<file path="src/rtl/core/albs_pkg.sv">
`timescale 1ns / 1ps
`default_nettype none

package albs_pkg;

  localparam int unsigned LEN_W       = 8;
  localparam int unsigned POS_W       = 9;
  localparam int unsigned HDR_BYTES   = 4;
  localparam int unsigned WORD_BYTES  = 8;
  localparam int unsigned NUM_STATS   = 7;
  localparam int unsigned STAT_W      = 32;
  localparam int unsigned TIMER_W     = 24;
  localparam int unsigned QUEUE_DEPTH = 2;
  localparam int unsigned QPTR_W      = (QUEUE_DEPTH > 1) ? $clog2(QUEUE_DEPTH) : 1;
  localparam int unsigned QCNT_W      = $clog2(QUEUE_DEPTH + 1);

  localparam logic [TIMER_W-1:0] TIMEOUT_RESET = 24'd1000;
  localparam logic [7:0]         NEWLINE_CHAR  = 8'd10;

  localparam logic REG_TIMEOUT = 1'b0;

  localparam logic [2:0] REQ_DATA = 3'd0;
  localparam logic [2:0] REQ_EOF  = 3'd1;
  localparam logic [2:0] REQ_ACK  = 3'd2;
  localparam logic [2:0] REQ_TICK = 3'd3;
  localparam logic [2:0] REQ_STAT = 3'd4;

  localparam logic [2:0] ST_ACCEPTED = 3'd0;
  localparam logic [2:0] ST_BUSY     = 3'd1;
  localparam logic [2:0] ST_OVERFLOW = 3'd2;
  localparam logic [2:0] ST_STALE    = 3'd3;
  localparam logic [2:0] ST_ACK_OK   = 3'd4;
  localparam logic [2:0] ST_LOST     = 3'd5;
  localparam logic [2:0] ST_SENT     = 3'd6;
  localparam logic [2:0] ST_STAT     = 3'd7;

  localparam int unsigned STAT_ORIG       = 0;
  localparam int unsigned STAT_ORIG_BYTES = 1;
  localparam int unsigned STAT_TOTAL      = 2;
  localparam int unsigned STAT_DROPS      = 3;
  localparam int unsigned STAT_SENT       = 4;
  localparam int unsigned STAT_ACKS       = 5;
  localparam int unsigned STAT_TIMEOUTS   = 6;

  typedef struct packed {
    logic              is_frame;
    logic [2:0]        status;
    logic [STAT_W-1:0] stat_value;
    logic              seq_out;
    logic              hdr_seq;
    logic [LEN_W-1:0]  len;
  } cmd_t;

  typedef struct packed {
    logic              is_frame;
    logic [63:0]       frame_word;
    logic [3:0]        word_bytes;
    logic              last_word;
    logic              seq_bit;
    logic [2:0]        status;
    logic [STAT_W-1:0] stat_value;
  } res_t;

endpackage

`default_nettype wire

</file>
<file path="src/rtl/core/albs_ram.sv">
`timescale 1ns / 1ps
`default_nettype none

module albs_ram #(
  parameter int unsigned WIDTH = 8,
  parameter int unsigned DEPTH = 11,
  parameter int unsigned AW    = (DEPTH > 1) ? $clog2(DEPTH) : 1
) (
  input  wire logic             clk_i,
  input  wire logic             we_i,
  input  wire logic [AW-1:0]    waddr_i,
  input  wire logic [WIDTH-1:0] wdata_i,
  input  wire logic [AW-1:0]    raddr_i,
  output logic      [WIDTH-1:0] rdata_o
);

  logic [WIDTH-1:0] mem_q [DEPTH];
  logic [WIDTH-1:0] rdata_q;

  always_ff @(posedge clk_i) begin
    if (we_i) begin
      mem_q[waddr_i] <= wdata_i;
    end
    rdata_q <= mem_q[raddr_i];
  end

  assign rdata_o = rdata_q;

endmodule

`default_nettype wire

</file>
<file path="src/rtl/core/albs_queue.sv">
`timescale 1ns / 1ps
`default_nettype none

module albs_queue (
  input  wire logic         clk_i,
  input  wire logic         rst_ni,
  input  wire logic         push_i,
  input  wire albs_pkg::cmd_t push_cmd_i,
  output logic              full_o,
  input  wire logic         pop_i,
  output logic              valid_o,
  output albs_pkg::cmd_t    head_o
);

  albs_pkg::cmd_t                   mem_q [albs_pkg::QUEUE_DEPTH];
  logic [albs_pkg::QPTR_W-1:0]      wr_ptr_q, wr_ptr_d;
  logic [albs_pkg::QPTR_W-1:0]      rd_ptr_q, rd_ptr_d;
  logic [albs_pkg::QCNT_W-1:0]      count_q, count_d;

  function automatic logic [albs_pkg::QPTR_W-1:0] next_ptr(
    input logic [albs_pkg::QPTR_W-1:0] ptr
  );
    if (ptr == albs_pkg::QPTR_W'(albs_pkg::QUEUE_DEPTH - 1)) begin
      return '0;
    end
    return ptr + albs_pkg::QPTR_W'(1);
  endfunction

  assign full_o  = (count_q == albs_pkg::QCNT_W'(albs_pkg::QUEUE_DEPTH));
  assign valid_o = (count_q != '0);
  assign head_o  = mem_q[rd_ptr_q];

  always_comb begin
    wr_ptr_d = push_i ? next_ptr(wr_ptr_q) : wr_ptr_q;
    rd_ptr_d = pop_i ? next_ptr(rd_ptr_q) : rd_ptr_q;
    count_d  = count_q + albs_pkg::QCNT_W'(push_i) - albs_pkg::QCNT_W'(pop_i);
  end

  always_ff @(posedge clk_i) begin
    if (push_i) begin
      mem_q[wr_ptr_q] <= push_cmd_i;
    end
  end

  always_ff @(posedge clk_i or negedge rst_ni) begin
    if (!rst_ni) begin
      wr_ptr_q <= '0;
      rd_ptr_q <= '0;
      count_q  <= '0;
    end else begin
      wr_ptr_q <= wr_ptr_d;
      rd_ptr_q <= rd_ptr_d;
      count_q  <= count_d;
    end
  end

endmodule

`default_nettype wire

</file>
<file path="src/rtl/core/albs_front.sv">
`timescale 1ns / 1ps
`default_nettype none

module albs_front #(
  parameter int unsigned MAX_PAYLOAD = 80,
  parameter int unsigned WORDS       = (MAX_PAYLOAD + albs_pkg::HDR_BYTES + 7) / 8,
  parameter int unsigned AW          = (WORDS > 1) ? $clog2(WORDS) : 1
) (
  input  wire logic                         clk_i,
  input  wire logic                         rst_ni,
  input  wire logic                         s_valid_i,
  output logic                              s_ready_o,
  input  wire logic [2:0]                   req_type_i,
  input  wire logic [7:0]                   data_byte_i,
  input  wire logic [15:0]                  ack_number_i,
  input  wire logic                         drop_frame_i,
  input  wire logic [2:0]                   stat_select_i,
  input  wire logic [albs_pkg::TIMER_W-1:0] timeout_i,
  input  wire logic                         q_full_i,
  input  wire logic                         frame_done_i,
  output logic                              push_o,
  output albs_pkg::cmd_t                    cmd_o,
  output logic [7:0]                        ram_we_o,
  output logic [AW-1:0]                     ram_waddr_o,
  output logic [7:0]                        ram_wdata_o
);

  localparam int unsigned FILL_W = $clog2(MAX_PAYLOAD + 1);
  localparam int unsigned BUSY_W = $clog2(albs_pkg::QUEUE_DEPTH + 2);

  logic                         seq_q, seq_d;
  logic                         await_q, await_d;
  logic [FILL_W-1:0]            fill_q, fill_d;
  logic [albs_pkg::TIMER_W-1:0] timer_q, timer_d, timer_inc;
  logic [BUSY_W-1:0]            busy_q, busy_d;
  logic [albs_pkg::STAT_W-1:0]  stat_q [albs_pkg::NUM_STATS];
  logic [albs_pkg::NUM_STATS-1:0] stat_inc;
  logic [albs_pkg::STAT_W-1:0]  byte_add;
  logic                         accept;
  logic                         store_wr;
  logic                         transmit;
  logic                         full;
  logic [albs_pkg::POS_W-1:0]   wpos;
  albs_pkg::cmd_t               cmd;

  assign s_ready_o = !q_full_i && !(busy_q != '0 && !await_q);
  assign accept    = s_valid_i && s_ready_o;
  assign full      = (fill_q >= FILL_W'(MAX_PAYLOAD));
  assign timer_inc = timer_q + albs_pkg::TIMER_W'(1);

  always_comb begin
    seq_d    = seq_q;
    await_d  = await_q;
    fill_d   = fill_q;
    timer_d  = timer_q;
    stat_inc = '0;
    byte_add = '0;
    store_wr = 1'b0;
    transmit = 1'b0;
    cmd      = '0;
    cmd.status = albs_pkg::ST_ACCEPTED;

    unique case (req_type_i)
      albs_pkg::REQ_DATA: begin
        if (await_q) begin
          cmd.status = albs_pkg::ST_BUSY;
        end else if (data_byte_i != albs_pkg::NEWLINE_CHAR) begin
          if (full) begin
            cmd.status = albs_pkg::ST_OVERFLOW;
          end else begin
            store_wr = 1'b1;
            fill_d   = fill_q + FILL_W'(1);
          end
        end else begin
          if (!full) begin
            store_wr = 1'b1;
            fill_d   = fill_q + FILL_W'(1);
          end
          stat_inc[albs_pkg::STAT_ORIG] = 1'b1;
          byte_add = albs_pkg::STAT_W'(fill_d);
          await_d  = 1'b1;
          timer_d  = '0;
          transmit = 1'b1;
        end
      end
      albs_pkg::REQ_EOF: begin
        if (await_q) begin
          cmd.status = albs_pkg::ST_BUSY;
        end else begin
          seq_d        = 1'b0;
          fill_d       = '0;
          cmd.is_frame = 1'b1;
          cmd.status   = albs_pkg::ST_SENT;
          cmd.hdr_seq  = seq_q;
          cmd.len      = '0;
        end
      end
      albs_pkg::REQ_ACK: begin
        if (!await_q) begin
          cmd.status = albs_pkg::ST_STALE;
        end else begin
          stat_inc[albs_pkg::STAT_ACKS] = 1'b1;
          timer_d = '0;
          if (ack_number_i == 16'(seq_q)) begin
            seq_d      = !seq_q;
            await_d    = 1'b0;
            fill_d     = '0;
            cmd.status = albs_pkg::ST_ACK_OK;
          end else begin
            cmd.status = albs_pkg::ST_STALE;
          end
        end
      end
      albs_pkg::REQ_TICK: begin
        if (await_q) begin
          if (timer_inc >= timeout_i) begin
            timer_d  = '0;
            stat_inc[albs_pkg::STAT_TIMEOUTS] = 1'b1;
            transmit = 1'b1;
          end else begin
            timer_d = timer_inc;
          end
        end
      end
      albs_pkg::REQ_STAT: begin
        cmd.status = albs_pkg::ST_STAT;
        if (stat_select_i < 3'(albs_pkg::NUM_STATS)) begin
          cmd.stat_value = stat_q[stat_select_i];
        end
      end
      default: begin
        cmd.status = albs_pkg::ST_ACCEPTED;
      end
    endcase

    if (transmit) begin
      stat_inc[albs_pkg::STAT_TOTAL] = 1'b1;
      if (drop_frame_i) begin
        stat_inc[albs_pkg::STAT_DROPS] = 1'b1;
        cmd.status = albs_pkg::ST_LOST;
      end else begin
        stat_inc[albs_pkg::STAT_SENT] = 1'b1;
        cmd.is_frame = 1'b1;
        cmd.status   = albs_pkg::ST_SENT;
        cmd.hdr_seq  = seq_q;
        cmd.len      = albs_pkg::LEN_W'(fill_d);
      end
    end

    cmd.seq_out = seq_d;
  end

  // Payload byte i sits at frame position i + 4, so each lane RAM holds one byte column.
  assign wpos        = albs_pkg::POS_W'(fill_q) + albs_pkg::POS_W'(albs_pkg::HDR_BYTES);
  assign ram_waddr_o = AW'(wpos >> 3);
  assign ram_wdata_o = data_byte_i;
  assign ram_we_o    = (accept && store_wr) ? (8'd1 << wpos[2:0]) : 8'd0;
  assign push_o      = accept;
  assign cmd_o       = cmd;

  assign busy_d = busy_q + BUSY_W'(accept && cmd.is_frame) - BUSY_W'(frame_done_i);

  always_ff @(posedge clk_i or negedge rst_ni) begin
    if (!rst_ni) begin
      seq_q   <= 1'b0;
      await_q <= 1'b0;
      fill_q  <= '0;
      timer_q <= '0;
      busy_q  <= '0;
      for (int i = 0; i < albs_pkg::NUM_STATS; i++) begin
        stat_q[i] <= '0;
      end
    end else begin
      busy_q <= busy_d;
      if (accept) begin
        seq_q   <= seq_d;
        await_q <= await_d;
        fill_q  <= fill_d;
        timer_q <= timer_d;
        for (int i = 0; i < albs_pkg::NUM_STATS; i++) begin
          if (i == albs_pkg::STAT_ORIG_BYTES) begin
            stat_q[i] <= stat_q[i] + byte_add;
          end else begin
            stat_q[i] <= stat_q[i] + albs_pkg::STAT_W'(stat_inc[i]);
          end
        end
      end
    end
  end

endmodule

`default_nettype wire

</file>
<file path="src/rtl/core/albs_back.sv">
`timescale 1ns / 1ps
`default_nettype none

module albs_back #(
  parameter int unsigned MAX_PAYLOAD = 80,
  parameter int unsigned WORDS       = (MAX_PAYLOAD + albs_pkg::HDR_BYTES + 7) / 8,
  parameter int unsigned AW          = (WORDS > 1) ? $clog2(WORDS) : 1
) (
  input  wire logic               clk_i,
  input  wire logic               rst_ni,
  input  wire logic               cmd_valid_i,
  input  wire albs_pkg::cmd_t     cmd_i,
  output logic                    pop_o,
  output logic [AW-1:0]           ram_raddr_o,
  input  wire logic [63:0]        ram_rdata_i,
  output logic                    frame_done_o,
  output logic                    m_valid_o,
  input  wire logic               m_ready_i,
  output albs_pkg::res_t          res_o
);

  localparam logic [1:0] B_IDLE = 2'd0;
  localparam logic [1:0] B_READ = 2'd1;
  localparam logic [1:0] B_EMIT = 2'd2;

  logic [1:0]                 state_q, state_d;
  logic [AW-1:0]              word_q, word_d;
  albs_pkg::cmd_t             cur_q, cur_d;
  logic                       out_valid_q, out_valid_d;
  albs_pkg::res_t             res_q, res_d;
  logic                       slot_free;
  logic [albs_pkg::POS_W-1:0] total;
  logic [albs_pkg::POS_W-1:0] pos;
  logic [albs_pkg::POS_W-1:0] rem;
  logic                       last;
  logic [3:0]                 cnt;
  logic [31:0]                hdr;
  logic [63:0]                fword;

  assign slot_free = !out_valid_q || m_ready_i;
  assign total = albs_pkg::POS_W'(cur_q.len) + albs_pkg::POS_W'(albs_pkg::HDR_BYTES);
  assign pos   = albs_pkg::POS_W'(word_q) << 3;
  assign rem   = total - pos;
  assign last  = (rem <= albs_pkg::POS_W'(albs_pkg::WORD_BYTES));
  assign cnt   = last ? rem[3:0] : 4'(albs_pkg::WORD_BYTES);
  // The length never exceeds one byte, so its high header byte is zero.
  assign hdr   = {8'h00, 7'd0, cur_q.hdr_seq, 8'h00, cur_q.len};

  always_comb begin
    for (int b = 0; b < 8; b++) begin
      if (4'(b) >= cnt) begin
        fword[8*b +: 8] = 8'h00;
      end else if (word_q == '0 && b < albs_pkg::HDR_BYTES) begin
        fword[8*b +: 8] = hdr[8*b +: 8];
      end else begin
        fword[8*b +: 8] = ram_rdata_i[8*b +: 8];
      end
    end
  end

  always_comb begin
    state_d      = state_q;
    word_d       = word_q;
    cur_d        = cur_q;
    pop_o        = 1'b0;
    frame_done_o = 1'b0;
    out_valid_d  = out_valid_q && !m_ready_i;
    res_d        = res_q;

    unique case (state_q)
      B_IDLE: begin
        if (cmd_valid_i && slot_free) begin
          pop_o = 1'b1;
          if (cmd_i.is_frame) begin
            cur_d   = cmd_i;
            word_d  = '0;
            state_d = B_READ;
          end else begin
            out_valid_d      = 1'b1;
            res_d            = '0;
            res_d.last_word  = 1'b1;
            res_d.seq_bit    = cmd_i.seq_out;
            res_d.status     = cmd_i.status;
            res_d.stat_value = cmd_i.stat_value;
          end
        end
      end
      B_READ: begin
        state_d = B_EMIT;
      end
      B_EMIT: begin
        if (slot_free) begin
          out_valid_d      = 1'b1;
          res_d.is_frame   = 1'b1;
          res_d.frame_word = fword;
          res_d.word_bytes = cnt;
          res_d.last_word  = last;
          res_d.seq_bit    = cur_q.seq_out;
          res_d.status     = cur_q.status;
          res_d.stat_value = '0;
          if (last) begin
            frame_done_o = 1'b1;
            state_d      = B_IDLE;
          end else begin
            word_d  = word_q + AW'(1);
            state_d = B_READ;
          end
        end
      end
      default: begin
        state_d = B_IDLE;
      end
    endcase
  end

  assign ram_raddr_o = word_q;
  assign m_valid_o   = out_valid_q;
  assign res_o       = res_q;

  always_ff @(posedge clk_i) begin
    cur_q <= cur_d;
    res_q <= res_d;
  end

  always_ff @(posedge clk_i or negedge rst_ni) begin
    if (!rst_ni) begin
      state_q     <= B_IDLE;
      word_q      <= '0;
      out_valid_q <= 1'b0;
    end else begin
      state_q     <= state_d;
      word_q      <= word_d;
      out_valid_q <= out_valid_d;
    end
  end

endmodule

`default_nettype wire

</file>
<file path="src/rtl/core/alternating_bit_line_sender.sv">
`timescale 1ns / 1ps
`default_nettype none

// Channel   Direction  Handshake          Contents
// s_*       in         s_tvalid/s_tready  request item: kind in tuser, byte, ack, drop, select
// m_*       out        m_tvalid/m_tready  result item: frame flag in tuser, end of frame in tlast
// APB       in         psel/penable       timeout_ticks register at byte address 0
//
// A status result passes through the command queue and the back end's output register; items
// that give status results are taken one per cycle while the two-entry command queue has room.
// A frame of L payload bytes fills ceil((L + 4) / 8) words; the back end takes the command, then
// does a RAM read and an output load for each word.
// Items are held off while a frame is still being emitted and no ACK is awaited.
// Reset clears all control state and counters; the payload RAM needs no clearing pass.
module alternating_bit_line_sender #(
  parameter int unsigned MAX_PAYLOAD = 80
) (
  input  wire logic          clk_i,
  input  wire logic          rst_ni,
  input  wire logic          s_tvalid,
  output logic               s_tready,
  input  wire logic [31:0]   s_tdata,  // data_byte, ack_number, drop_frame, stat_select, zeros
  input  wire logic [2:0]    s_tuser,  // req_type
  output logic               m_tvalid,
  input  wire logic          m_tready,
  output logic [103:0]       m_tdata,  // frame_word, word_bytes, seq_bit, status, stat_value
  output logic               m_tuser,  // is_frame
  output logic               m_tlast,
  input  wire logic          psel,
  input  wire logic          penable,
  input  wire logic          pwrite,
  input  wire logic [2:0]    paddr,
  input  wire logic [31:0]   pwdata,
  output logic [31:0]        prdata,
  output logic               pready
);

  localparam int unsigned WORDS = (MAX_PAYLOAD + albs_pkg::HDR_BYTES + 7) / 8;
  localparam int unsigned AW    = (WORDS > 1) ? $clog2(WORDS) : 1;

  logic [albs_pkg::TIMER_W-1:0] timeout_q;
  logic                         cfg_wr;
  logic                         q_push;
  logic                         q_full;
  logic                         q_pop;
  logic                         q_valid;
  albs_pkg::cmd_t               push_cmd;
  albs_pkg::cmd_t               head_cmd;
  logic                         frame_done;
  logic [7:0]                   ram_we;
  logic [AW-1:0]                ram_waddr;
  logic [7:0]                   ram_wdata;
  logic [AW-1:0]                ram_raddr;
  logic [63:0]                  ram_rdata;
  albs_pkg::res_t               res;

  assign pready = 1'b1;
  assign cfg_wr = psel && penable && pwrite && pready;
  assign prdata = (paddr[2] == albs_pkg::REG_TIMEOUT) ? {8'h00, timeout_q} : 32'h0;

  always_ff @(posedge clk_i or negedge rst_ni) begin
    if (!rst_ni) begin
      timeout_q <= albs_pkg::TIMEOUT_RESET;
    end else if (cfg_wr && paddr[2] == albs_pkg::REG_TIMEOUT) begin
      timeout_q <= pwdata[albs_pkg::TIMER_W-1:0];
    end
  end

  albs_front #(
    .MAX_PAYLOAD (MAX_PAYLOAD)
  ) u_front (
    .clk_i         (clk_i),
    .rst_ni        (rst_ni),
    .s_valid_i     (s_tvalid),
    .s_ready_o     (s_tready),
    .req_type_i    (s_tuser),
    .data_byte_i   (s_tdata[7:0]),
    .ack_number_i  (s_tdata[23:8]),
    .drop_frame_i  (s_tdata[24]),
    .stat_select_i (s_tdata[27:25]),
    .timeout_i     (timeout_q),
    .q_full_i      (q_full),
    .frame_done_i  (frame_done),
    .push_o        (q_push),
    .cmd_o         (push_cmd),
    .ram_we_o      (ram_we),
    .ram_waddr_o   (ram_waddr),
    .ram_wdata_o   (ram_wdata)
  );

  albs_queue u_queue (
    .clk_i      (clk_i),
    .rst_ni     (rst_ni),
    .push_i     (q_push),
    .push_cmd_i (push_cmd),
    .full_o     (q_full),
    .pop_i      (q_pop),
    .valid_o    (q_valid),
    .head_o     (head_cmd)
  );

  for (genvar l = 0; l < 8; l++) begin : g_lane
    albs_ram #(
      .WIDTH (8),
      .DEPTH (WORDS)
    ) u_ram (
      .clk_i   (clk_i),
      .we_i    (ram_we[l]),
      .waddr_i (ram_waddr),
      .wdata_i (ram_wdata),
      .raddr_i (ram_raddr),
      .rdata_o (ram_rdata[8*l +: 8])
    );
  end

  albs_back #(
    .MAX_PAYLOAD (MAX_PAYLOAD)
  ) u_back (
    .clk_i        (clk_i),
    .rst_ni       (rst_ni),
    .cmd_valid_i  (q_valid),
    .cmd_i        (head_cmd),
    .pop_o        (q_pop),
    .ram_raddr_o  (ram_raddr),
    .ram_rdata_i  (ram_rdata),
    .frame_done_o (frame_done),
    .m_valid_o    (m_tvalid),
    .m_ready_i    (m_tready),
    .res_o        (res)
  );

  assign m_tdata = {res.stat_value, res.status, res.seq_bit, res.word_bytes, res.frame_word};
  assign m_tuser = res.is_frame;
  assign m_tlast = res.last_word;

  a_frame_shape: assert property (@(posedge clk_i) disable iff (!rst_ni)
    m_tvalid && m_tuser |-> m_tdata[67:64] != 4'd0 && m_tdata[67:64] <= 4'd8
      && (m_tlast || m_tdata[67:64] == 4'd8) && m_tdata[71:69] == albs_pkg::ST_SENT)
    else $error("frame word with bad byte count or status");

  a_status_shape: assert property (@(posedge clk_i) disable iff (!rst_ni)
    m_tvalid && !m_tuser |-> m_tlast && m_tdata[67:0] == 68'd0)
    else $error("status result carries frame data");

  a_push_room: assert property (@(posedge clk_i) disable iff (!rst_ni)
    q_push |-> !q_full)
    else $error("command pushed into a full queue");

  a_pop_valid: assert property (@(posedge clk_i) disable iff (!rst_ni)
    q_pop |-> q_valid)
    else $error("command popped from an empty queue");

endmodule

`default_nettype wire

</file>
<file path="config.mk">
export PLATFORM = sky130hd
export DESIGN_NAME = alternating_bit_line_sender
export DESIGN_NICKNAME = d
export VERILOG_FILES = /design/src/rtl/core/albs_pkg.sv /design/src/rtl/core/albs_ram.sv /design/src/rtl/core/albs_queue.sv /design/src/rtl/core/albs_front.sv /design/src/rtl/core/albs_back.sv /design/src/rtl/core/alternating_bit_line_sender.sv
export SDC_FILE = /design/constraint.sdc
export NUM_CORES = 2
export LEC_CHECK = 0
export BUFFER_PORTS_ARGS = -buffer_cell sky130_fd_sc_hd__buf_2
export CORE_MARGIN = 2
export CORE_UTILIZATION = 45
export DETAILED_ROUTE_END_ITERATION = 10
export GPL_ROUTABILITY_DRIVEN = 1
export SLEW_MARGIN = 20
export SYNTH_ARGS = -nofsm -noshare
export SYNTH_HDL_FRONTEND = slang
export SYNTH_SLANG_ARGS = --single-unit
</file>
<file path="constraint.sdc">
create_clock -name clk_i -period 16.3 [get_ports clk_i]
set_input_delay 1.63 -clock clk_i [delete_from_list [all_inputs] [get_ports clk_i]]
set_output_delay 1.63 -clock clk_i [all_outputs]
set_load 0.02 [all_outputs]
</file>
# Word level (Yosys, flattened, before mapping)
# Memory sizes are Yosys's and may differ from the RTL's. A register that Yosys moved wholly into a read port is not among the register bits.
# Cells that the tools add are included.
# word_totals
latch_bits	0
input_bits	77
mem_count	9
romBits	0
wordCells	244
regBits	413
ramBits	796
# classes
n_eq_ne	18
multipliers	0
magnitude_cmp	13
addsub	19
n_reduce_logical	31
bitwise_logic	2
mux	121
shifts	1
div	0
# memory_table
name	words	width	rd	rd_ports_with_merged_regs	wr	line	rtl
u_queue.mem_q	2	46	1	0	1	albs_queue.sv:15	albs_pkg::cmd_t mem_q [albs_pkg::QUEUE_DEPTH];
g_lane[0].u_ram.mem_q	11	8	1	1	1	albs_ram.sv:17	logic [WIDTH-1:0] mem_q [DEPTH];
g_lane[1].u_ram.mem_q	11	8	1	1	1	albs_ram.sv:17	
g_lane[2].u_ram.mem_q	11	8	1	1	1	albs_ram.sv:17	
g_lane[3].u_ram.mem_q	11	8	1	1	1	albs_ram.sv:17	
g_lane[4].u_ram.mem_q	11	8	1	1	1	albs_ram.sv:17	
3 more memories	n/a	n/a	n/a	n/a	n/a	n/a	
# op_table
op	count
106-bit two-way mux	3
106-bit one-hot mux with 2 select lines	1
32-bit by 1-bit adder with 32-bit output	6
32-bit two-way mux	6
24-bit two-way mux	6
8-bit two-way mux	13
32-bit binary-select mux with 3-bit select	1
24-bit one-hot mux with 3 select lines	1
1-bit two-way mux	55
7-bit two-way mux	6
9-bit two-way mux	4
32-bit adder	1
24-bit by 1-bit adder with 24-bit output, second input constant	1
24-bit greater-or-equal comparator	1
4-bit two-way mux	6
7-bit one-hot mux with 3 select lines	1
3-bit two-way mux	6
16-bit by 1-bit equality test with 1-bit output	1
3-bit by 4-bit greater-or-equal comparator with 1-bit output, first input constant	4
3-bit one-hot mux with 4 select lines	1
1-bit logical AND	10
2-bit two-way mux	5
2-bit inequality test, second input constant	5
8-bit by 3-bit adder with 9-bit output, second input constant	1
other kinds (38)	60

# Longest topological paths before layout
# depth
word_depth	9
depth_mapped	22
depth_no_buf	20

# By module
# A second synthesis with hierarchy kept.
# hier_totals
hier_cells	3872
area_unflattened_um2	55409.4
# by_module_without_submodules
module	cells_per_inst	area_per_inst_um2	n_inst
albs_ram	208	3727.3	8
albs_front	1592	15446.1	1
albs_back	370	5267.6	1
albs_queue	158	3642.2	1
alternating_bit_line_sender	88	1234.9	1

# Worst setup path before layout
# No wires, ideal clock.
# synth_path
path_kind	input to register
startpoint	input m_tready
endpoint	register u_back.res_q, in the netlist u_back.res_o[0] (enable)
path_buffers	0
setup_slack_ns	9.578
arrival_ns	6.150
path_stages	2
cell_sequence	nor2b_1 nor2_1
# synth_between
elab_chain_len	4
word_cells_on_any_way	5
cone_classes	eq/ne: 2; reduce/logical: 3
# synth_lines
element	line	rtl
from (decl)	alternating_bit_line_sender.sv:25	input wire logic m_tready,
1-bit logical OR (*)	albs_back.sv:40	assign slot_free = !out_valid_q || m_ready_i;
1-bit logical AND	albs_back.sv:72	if (cmd_valid_i && slot_free) begin
2-bit by 1-bit inequality test with 1-bit output (no line)	n/a	
4-bit AND reduction (no line) (*)	n/a	
to (signal assigned)	albs_back.sv:122	res_q <= res_d;
to (decl)	albs_back.sv:30	albs_pkg::res_t res_q, res_d;
# Mark *: on every way between the ends. The rest lies on a longest branch, timed or not.
# A chain may end at the register's enable or synchronous reset.

# Worst setup path in the final report
# layout_path
startpoint	register u_front.timer_q[3] in the netlist's numbering
endpoint	register u_front.stat_q[150] in the netlist's numbering
# layout_between
elab_chain_len	7
# layout_lines
element	line	rtl
from (decl)	albs_front.sv:34	logic [albs_pkg::TIMER_W-1:0] timer_q, timer_d, timer_inc;
from (signal assigned)	albs_front.sv:179	timer_q <= timer_d;
24-bit by 1-bit adder with 24-bit output	albs_front.sv:49	assign timer_inc = timer_q + albs_pkg::TIMER_W'(1);
24-bit greater-or-equal comparator	albs_front.sv:116	if (timer_inc >= timeout_i) begin
1-bit two-way mux	albs_front.sv:116	
1-bit two-way mux	albs_front.sv:115	if (await_q) begin
1-bit one-hot mux with 2 select lines	albs_front.sv:63	unique case (req_type_i)
3-bit two-way mux	albs_front.sv:136	if (transmit) begin
32-bit by 1-bit adder with 32-bit output	albs_front.sv:184	stat_q[i] <= stat_q[i] + albs_pkg::STAT_W'(stat_inc[i]);
to (signal, indexed assignment)	albs_front.sv:182	stat_q[i] <= stat_q[i] + byte_add;
to (signal, indexed assignment)	albs_front.sv:184	
to (decl)	albs_front.sv:36	logic [albs_pkg::STAT_W-1:0] stat_q [albs_pkg::NUM_STATS];
# Every way passes these cells.

==> run_results.csv <==
group,metric,value,unit
timing,tightestPinTransition,1010,ps
detailed_routing,drtPass1Iterations,5,
detailed_routing,via_per_inst,5.47,
setup_path,startpoint_type,"flop",
detailed_routing,wire_per_inst,22.2,um
clock_network,cts_tree,"done",
power,p_leak,22.8,nW
worst_hold_path,hp-class,"flop to flop",
power,powerDensity,147,nW/um2
clock_network,cts_buffers,136,
setup_path,cp-end-kind,"flop",
synthesis,synth_seq_cells,1270,
setup_path,crit_type,"flop to flop",
clock_network,clk_latency,750,ps
timing,period_minus_slack,6370,ps
layout,utilization,0.513,
setup_path,cp.arrival,6980,ps
layout,final_common_cell,"edfxtp_1",
layout,nNetsFinal,3970,
placement,place_congestion,0.831,
timing,clock_skew,33.1,ps
floorplan,die_w,348,um
placement,dp_cells,5220,
layout,fin_area,60500,um2
placement,post-dp-hpwl,76700,um
clock_network,ctsResizeCount,0,
detailed_routing,drcViolationCount,0,
setup_path,cp_max_fo,9,
placement,port_buffers,194,
clock_network,holdBufCountCts,0,
synthesis,synth_cell_types,84,
synthesis,synth_cells,3628,
global_routing,overflow,0,
global_routing,grt_pass1_vias,30000,
timing,finalCritPeriodShare,0.390,
timing,finalSetupTns,0,ps
setup_path,startpoint,"u_front.timer_q[3]",
setup_path,crit_buf_inv,0,
placement,dpl_cell_area,56000,um2
clock_network,cts.sinks,1270,
clock_network,post_cts_buffers,0,
timing,rsz0062_at_grt,"false",
power,ir_drop,0.136,mV
layout,layout_common_cells,"edfxtp_1 (912), nand2_1 (336), nor2_1 (296)",
timing,hold_violations,0,
layout,drive_gt1_frac,0.171,
timing,setup_violations,0,
floorplan,num_io_pins,218,
synthesis,synth_area,53400,um2
synthesis,async_flop_share,0.231,
job,cap_violations,0,
clock_network,cts_root_buffer,"clkbuf_16",
setup_path,cp.required,16920,ps
floorplan,core_area,118000,um2
synthesis,synth.yosys.seq_area_share,0.675,
detailed_routing,vias,30000,
floorplan,start_util,0.453,
setup_path,cp_slowest_stage_delay,800,ps
global_routing,grtUsageTotal,0.202,
global_routing,grt_max_degree,116,
detailed_routing,postRouteWirelength,122000,um
timing,whs,468,ps
detailed_routing,first_iter_violations,2505,
global_routing,antenna_found_initial,6,
synthesis,synth_enable_flop_cells,912,
clock_network,clk_pin_slew_worst_paths,60,ps
floorplan,die_h,348,um
global_routing,grt_pass1_wl,186000,um
clock_network,cts_buffer_depth,3,
layout,area_delta_synth_final,13.2,%
detailed_routing,ant_nets,0,
layout,fin_cells,5476,
timing,max-slew-margin-rel,0.324,
timing,drv_slew,0,
setup_path,rr_startpoint,"u_front.timer_q[3]",
clock_network,htreeDepth,4,
synthesis,synth_warnings,0,
timing,fmax,0.157,GHz
worst_hold_path,hp-start,"u_front.stat_q[191]",
outcome,outcome,"finished clean",
floorplan,die-area,121000,um2
setup_path,critical_path.top_delay_family,"simple AND/OR/NAND/NOR gates",
setup_path,slowest_stage,"nor4_1",
synthesis,synth_ff_type,"edfxtp_1",
synthesis,syn_area_per_cell,14.7,um2
setup_path,cp_cell_sequence,"nand3_1 -> nor4_1 -> nand2_1 -> nor2_1 -> xor2_1 -> ha_1 -> nand4_1 -> or2_2 -> a2111oi_0 -> nor2_1 -> o21ai_0 -> ha_1 -> ha_1 -> and2_1 -> nand3_1 -> nor2_1 -> nand4_1 -> xnor2_1",
floorplan,num_rows,126,
-- metal layers --
metal | GRT usage | routed length (um) | up-vias | part of all wire
met5 | 0 | 0 | - | 0
met1 | 0.291 | 56100 | 15100 | 0.46
met4 | 0.0580 | 2700 | 0 | 0.022
li1 | - | - | 14000 | -
met2 | 0.318 | 57000 | 692 | 0.47
met3 | 0.0333 | 5760 | 180 | 0.047
-- layout make-up --
type	count	area, um2
multi-input combinational	2116	16400
clock inverter	62	659
fill	9869	57500
sequential	1270	36000
inverter	67	255
tap	1536	1920
antenna	2	5.00
timing repair buffer	231	1310
clock buffer	192	3820
-- worst reg2reg max path: stages, from the launching register on --
cell and delay, ps:
dfrtp_1 460, nand3_1 230, nor4_1 800, nand2_1 300
nor2_1 270, xor2_1 100, ha_1 320, nand4_1 190
or2_2 360, a2111oi_0 670, nor2_1 400, o21ai_0 440
ha_1 270, ha_1 190, and2_1 270, nand3_1 230
nor2_1 430, nand4_1 170, xnor2_1 150
-- per-stage QoR --
stage	total power, mW	setup slack, ps
3_3_place_gp	5.88	10020
2_1_floorplan	5.29	9580
5_1_grt	9.28	9370
4_1_cts	8.99	9850
6_report	8.89	9930
3_5_place_dp	5.90	9910
-- sequential cells by signal, summed over array words and instances, names as in the netlist, 4 cells and up --
signal,flops
u_back.ram_raddr_o,4
g_lane.u_ram.mem_q,704
timeout_q,24
u_back.res_o,106
u_front.fill_q,7
u_front.timer_q,24
u_back.cur_q,12
g_lane.u_ram.rdata_o,64
u_queue.mem_q,90
u_front.stat_q,224
-- Yosys cell counts (all sizes together) (5+ instances only) --
| master | n | area share |
|---|---|---|
| a21oi | 38 | 0.0036 |
| a211oi | 7 | 0.00098 |
| nand2b | 14 | 0.0016 |
| dfrtp | 288 | 0.13 |
| a22oi | 5 | 0.00070 |
| o21a | 8 | 0.0011 |
| buf | 53 | 0.0048 |
| nand4b | 6 | 0.00098 |
| clkbuf | 129 | 0.0091 |
| nor4 | 18 | 0.0023 |
| a41oi | 5 | 0.00082 |
| a32o | 9 | 0.0017 |
| o21ai | 127 | 0.012 |
| nor2b | 9 | 0.0011 |
| inv | 67 | 0.0047 |
| o211ai | 76 | 0.011 |
| edfxtp | 912 | 0.51 |
| or2 | 13 | 0.0015 |
| nor3 | 46 | 0.0044 |
| o2111ai | 5 | 0.00082 |
| and3 | 67 | 0.0078 |
| xor2 | 73 | 0.012 |
| and4 | 27 | 0.0044 |
| dfstp | 6 | 0.0030 |
| and2 | 34 | 0.0040 |
| ha | 69 | 0.016 |
| nand3 | 98 | 0.0093 |
| xnor2 | 166 | 0.027 |
| nor2 | 299 | 0.021 |
| o31a | 5 | 0.00082 |
| mux4 | 160 | 0.067 |
| nand2 | 336 | 0.024 |
| nand4 | 64 | 0.0076 |
| mux2 | 36 | 0.0076 |
| or3 | 6 | 0.00070 |
| mux2i | 227 | 0.043 |
| dfxtp | 64 | 0.024 |
-- cells by family after synthesis --
group           share of synthesized area
flops                               0.675
simple gates                       0.0926
mux                                 0.118
compound gates                     0.0403
buf+inv                            0.0186
xor+xnor                           0.0392
fa+ha+maj                          0.0169
other cells                      0.000141
-- final timing paths --
path / end / cells after the start / slack [ps]
max reg2reg: u_front.stat_q[150] / 18 / 9930
max: u_front.stat_q[150] / 18 / 9930
max in group asynchronous: timeout_q[20] / 4 / 12210
min reg2reg: u_front.stat_q[191] / 1 / 470
min: u_front.stat_q[191] / 1 / 470
min in group asynchronous: u_front.stat_q[31] / 1 / 960
-- power by group --
group	total, mW	internal, mW	switching, mW	leakage [nW]
clock	3.08	1.79	1.29	2.19
sequential	4.03	3.88	0.151	12.8
combinational	1.78	0.643	1.13	7.75
Note: power is estimated with default switching activity, not from simulation.
